### config.mk
export PLATFORM = sky130hd
export DESIGN_NAME = sts_ctrl_flat
export DESIGN_NICKNAME = d
export VERILOG_FILES = /design/src/rtl/sts_pkg.sv /design/src/rtl/sts_if.sv /design/src/rtl/sts_ctrl.sv /design/src/flat_wrapper.sv
export SDC_FILE = /design/constraint.sdc
export NUM_CORES = 1
export LEC_CHECK = 0
export CORE_AREA = 2 2 39 41
export CTS_CLUSTER_SIZE = 8
export DETAILED_ROUTE_END_ITERATION = 10
export DIE_AREA = 0 0 41 43
export DONT_BUFFER_PORTS = 1
export RECOVER_POWER = 25
export SETUP_SLACK_MARGIN = 0.2
export SLEW_MARGIN = 5
export SYNTH_ARGS = -nofsm -noshare
export SYNTH_HDL_FRONTEND = slang
export SYNTH_SLANG_ARGS = --single-unit
### constraint.sdc
create_clock -name clk -period 1.3 [get_ports clk]
set_clock_uncertainty 0.1 [all_clocks]
set_input_delay 0.26 -clock clk [delete_from_list [all_inputs] [get_ports clk]]
set_output_delay 0.26 -clock clk [all_outputs]
set_load 0.02 [all_outputs]
### src/rtl/sts_pkg.sv
// Shared types and constants for the sorted table binary search block.
// Depends on nothing; every other file imports it.
package sts_pkg;

  // Table geometry and field widths.
  localparam int ADDR_W      = 10;
  localparam int TABLE_DEPTH = 1 << ADDR_W;
  localparam int COUNT_W     = ADDR_W + 1;
  localparam int KEY_W       = 32;

  // Request operation codes.
  typedef enum logic {
    OP_WRITE  = 1'b0,
    OP_SEARCH = 1'b1
  } sts_op_t;

  // Commands from the controller to the datapath.
  typedef struct packed {
    logic write;    // store the request value at the request index
    logic start;    // load bounds and key for a new search
    logic read;     // read the table at the current midpoint
    logic compare;  // compare read data with the key and narrow the bounds
    logic emit;     // move the search outcome into the result register
  } sts_cmd_t;

  // Status from the datapath to the controller.
  typedef struct packed {
    logic bounds_open;  // low bound still below the exclusive high bound
    logic hit;          // read data equals the key
    logic out_busy;     // result register holds a result that is not taken
  } sts_status_t;

endpackage

### src/rtl/sts_if.sv
// Handshake channel interfaces: search/write request, result and
// configuration write. Depends on sts_pkg.
interface sts_req_if;
  import sts_pkg::*;
  logic                    valid;
  logic                    ready;
  sts_op_t                 op;
  logic [ADDR_W-1:0]       index;
  logic signed [KEY_W-1:0] value;

  modport source (output valid, op, index, value, input ready);
  modport sink (input valid, op, index, value, output ready);
endinterface


### src/rtl/sts_ctrl.sv
// Controller state machine: accepts requests and sequences the probe
// loop of a search. Depends on sts_pkg and sts_if.
module sts_ctrl (
  input  logic                 clk,
  input  logic                 rst,
  sts_req_if.sink              req,
  output sts_pkg::sts_cmd_t    cmd,
  input  sts_pkg::sts_status_t status
);
  import sts_pkg::*;

  typedef enum logic [1:0] {
    S_IDLE,
    S_CHECK,
    S_COMPARE,
    S_FINISH
  } state_t;

  state_t state;
  logic   accept;

  assign req.ready = (state == S_IDLE);
  assign accept    = req.valid && req.ready;

  // Commands decoded from the current state and status.
  always_comb begin
    cmd         = '0;
    cmd.write   = accept && (req.op == OP_WRITE);
    cmd.start   = accept && (req.op == OP_SEARCH);
    cmd.read    = (state == S_CHECK) && status.bounds_open;
    cmd.compare = (state == S_COMPARE);
    cmd.emit    = (state == S_FINISH) && !status.out_busy;
  end

  // One probe is a table read followed by a compare.
  always_ff @(posedge clk) begin
    if (rst) begin
      state <= S_IDLE;
    end else begin
      unique case (state)
        S_IDLE: begin
          if (accept && req.op == OP_SEARCH) begin
            state <= S_CHECK;
          end
        end
        S_CHECK: begin
          state <= status.bounds_open ? S_COMPARE : S_FINISH;
        end
        S_COMPARE: begin
          state <= status.hit ? S_FINISH : S_CHECK;
        end
        S_FINISH: begin
          if (!status.out_busy) begin
            state <= S_IDLE;
          end
        end
        default: begin
          state <= S_IDLE;
        end
      endcase
    end
  end

endmodule

### src/flat_wrapper.sv
// flat-port wrapper written by rule: the top's interface ports become plain ports
module sts_ctrl_flat import sts_pkg::*;
  (clk, rst, cmd, status, req_valid, req_op, req_index, req_value, req_ready);
  sts_req_if req_i ();
  input  logic clk;
  input  logic rst;
  output sts_pkg::sts_cmd_t cmd;
  input  sts_pkg::sts_status_t status;
  input wire logic [$bits(req_i.valid)-1:0] req_valid;
  input wire logic [$bits(req_i.op)-1:0] req_op;
  input wire logic [$bits(req_i.index)-1:0] req_index;
  input wire logic [$bits(req_i.value)-1:0] req_value;
  output wire logic [$bits(req_i.ready)-1:0] req_ready;
  assign req_i.valid = req_valid;
  assign req_i.op = req_op;
  assign req_i.index = req_index;
  assign req_i.value = req_value;
  assign req_ready = req_i.ready;
  sts_ctrl u_core (.clk(clk), .rst(rst), .req(req_i), .cmd(cmd), .status(status));
endmodule
==> results.sh <==
export IMPL_finalHoldViolations=0
export IMPL_layout_commonest_cell="nor2_4"
export IMPL_grt_overflow_total=0
export IMPL_worst_pin_slew_ns=0.279
export IMPL_coreArea_um2=1380
export IMPL_grt_busiest_layer="met2"
export IMPL_switchingPower_uw=105
export IMPL_clkPwrFrac_pct=41.7
export IMPL_num_rows=14
export IMPL_violations="setup timing"
export IMPL_finalWirelength_um=425
export IMPL_syn_inst=16
export IMPL_drc=0
export IMPL_ant_nets=0
export IMPL_crit_path_start_kind="register"
export IMPL_grt_util_met3_pct=6.28
export IMPL_met2_usage_pct=8.75
export IMPL_first_global_vias=166
export IMPL_htree_levels=1
export IMPL_reg2regPathDepth=4
export IMPL_reg2reg_from="u_core.state[0]$_SDFFE_PP0P_"
export IMPL_ys_seq_elements=2
export IMPL_period_minus_slack_ns=1.30
export IMPL_powerDensity_nw_per_um2=1200
export IMPL_wl_per_cell_um=10.6
export IMPL_cpPeakStageDelay_ns=0.35
export IMPL_path_cells="nor2_4 -> and3_4"
export IMPL_utilization_pct=19.9
export IMPL_initial_utilization_pct=9.04
export IMPL_critical_path_class="register to output pin"
export IMPL_largest_register_ffs=2
export IMPL_cts_tree="yes"
export IMPL_fin_nets=75
export IMPL_hold_path_class="input port to register"
export IMPL_grt_util_met1_pct=4.79
export IMPL_die_area_um2=1760
export IMPL_setup_violations=1
export IMPL_vias_per_cell=3.58
export IMPL_grt_pass1_wl_um=690
export IMPL_insertion_delay_ns=0.22
export IMPL_min_path_cells=2
export IMPL_tns_ns=-0.00262
export IMPL_layout_drive_gt1_share_pct=75.0
export IMPL_synth_top_area_share_pct=32.0
export IMPL_leakagePower_nw=0.107
export IMPL_cp_arrival_ns=0.94
export IMPL_finalPower_uw=330
export IMPL_seq_area_frac_synth_pct=32.0
export IMPL_min_to="u_core.state[1]$_SDFFE_PP0P_"
export IMPL_irDropWorstVdd_mv=0.410
export IMPL_drv_slew=0
export IMPL_die_h_um=43
export IMPL_synth_largest_area_cell="dfxtp_1"
export IMPL_drtPass1Iterations=2
export IMPL_rsz0062_at_grt="yes"
export IMPL_place_gp_congestion=0.616
export IMPL_status="complete, but fails checks"
export IMPL_maxCapViolations=0
export IMPL_reg_top3="u_core.state: 2 flops"
export IMPL_antenna_found_initial=0
export IMPL_drt_iter0_drc=2
export IMPL_timing_final_crit_share_pct=100
export IMPL_maxSlewHeadroom_pct=81.3
export IMPL_io_pins=55
export IMPL_clock_sinks=2
export IMPL_pwr_share_seq_pct=24.6
export IMPL_fmax_mhz=768
export IMPL_synth_avg_cell_area_um2=7.82
export IMPL_final_area_um2=275
export IMPL_cts_path_max_buffers=2
export IMPL_fillerInstances=162
export IMPL_die_x_um=41
export IMPL_min_from="status[1]"
export IMPL_final_cell_mix="nor2_4 (4), clkbuf_4 (3)"
export IMPL_vias=143
export IMPL_endpoint_kind="output pin"
export IMPL_clk_pin_slew_ns=0.03
export IMPL_n_antenna_cell=0
export IMPL_cp_max_fo=4
export IMPL_grt_usage_pct=6.71
export IMPL_cts_buffers=3
export IMPL_p_int_uw=226
export IMPL_synth_area_leaders="dfxtp_1 (32%), a2111oi_2 (12%), nor2_2 (10%)"
export IMPL_top_register="u_core.state"
export IMPL_grt_max_degree=5
export IMPL_synth_nets=65
export IMPL_fin_ws_ns=-0.00262
export IMPL_synth_cell_types=10
export IMPL_cts_root_buf="clkbuf_4"
export IMPL_place_area_um2=174
export IMPL_p_comb_share_pct=33.7
export IMPL_syn_to_final_growth_pct=120
export IMPL_numPortBuffers=0
export IMPL_slowest_stage="dfxtp_4"
export IMPL_p_sw_share_pct=31.7
export IMPL_r2r_slack_ns=0.17
export IMPL_reg2reg_to="u_core.state[1]$_SDFFE_PP0P_"
export IMPL_worstPathRequired_ns=0.94
export IMPL_synth_cell_area_um2=125
export IMPL_synth_warnings=0
==> stage by stage <==
step                setup WS, ns  hold slack [ns]  cells
floorplan                  0.137            0.229     16
global placement           0.137            0.233     33
detailed placement         0.109            0.238     33
CTS                      -0.0374            0.111     40
global route             -0.0652            0.129     40
finish                  -0.00262            0.125     40
==> cells by family after synthesis <==
group	after synthesis	share of synthesized area, %
compound gates	2	18.0
flops	2	32.0
buf+inv	1	3.00
simple gates	11	47.0
==> final cells by class <==
type / instances / area, um2 / area share, %
timing repair buffer: 5 / 50.0 / 18.2
clock buffer: 3 / 22.5 / 8.18
tap: 16 / 20.0 / 7.27
sequential: 2 / 47.5 / 17.3
multi-input combinational: 13 / 131 / 47.7
inverter: 1 / 3.75 / 1.36
==> cell usage after synthesis <==
library cell  instances
nand2_1               3
nor2_1                3
dfxtp_1               2
nor2_2                2
a2111oi_2             1
a22oi_1               1
and3_1                1
inv_1                 1
nand2b_2              1
nor2b_2               1
==> worst max-delay path: cells and delay by family (launching register included) <==
family / cells / cell delay, ns
flops: 1 / 0.35
simple gates: 2 / 0.37
==> power by group through the flow <==
stage / combinational, mW / sequential, mW / clock (mW)
floorplan: 0.0590 / 0.0800 / 0
detailed placement: 0.0726 / 0.0821 / 0
CTS: 0.113 / 0.0804 / 0.152
global placement: 0.0707 / 0.0812 / 0
global route: 0.121 / 0.0830 / 0.164
finish: 0.111 / 0.0812 / 0.138
==> repair_timing <==
| item | in CTS | in global routing |
|---|---|---|
| gates resized for setup | 9 | 3 |
| endpoints found under the hold margin | 2 | 0 |
| endpoints found under the setup margin | 8 | 7 |
| pin swaps | 6 | 5 |
| hold buffers | 1 | 0 |
| setup buffers | 3 | 0 |
==> how the worst max path moves through the flow <==
stage / end / slack (ns) / cells past startpoint / startpoint
after global placement: u_core.state[1]$_SDFFE_PP0P_ / 0.14 / 3 / u_core.state[1]$_SDFFE_PP0P_
after global routing: cmd[3] / -0.07 / 2 / u_core.state[0]$_SDFFE_PP0P_
after detailed placement: u_core.state[1]$_SDFFE_PP0P_ / 0.11 / 3 / u_core.state[1]$_SDFFE_PP0P_
after floorplan: cmd[4] / 0.14 / 3 / u_core.state[0]$_SDFFE_PP0P_
final: cmd[3] / -0.003 / 2 / u_core.state[0]$_SDFFE_PP0P_
after CTS: cmd[4] / -0.04 / 3 / u_core.state[1]$_SDFFE_PP0P_
==> metal layers <==
layer	wire length, um	up-vias	part of all wire, %
li1	-	70	-
met1	132	65	31
met2	244	8	57
met3	48	0	11
met4	0	0	0
met5	0	-	0
(Power assumes the default switching activity.)
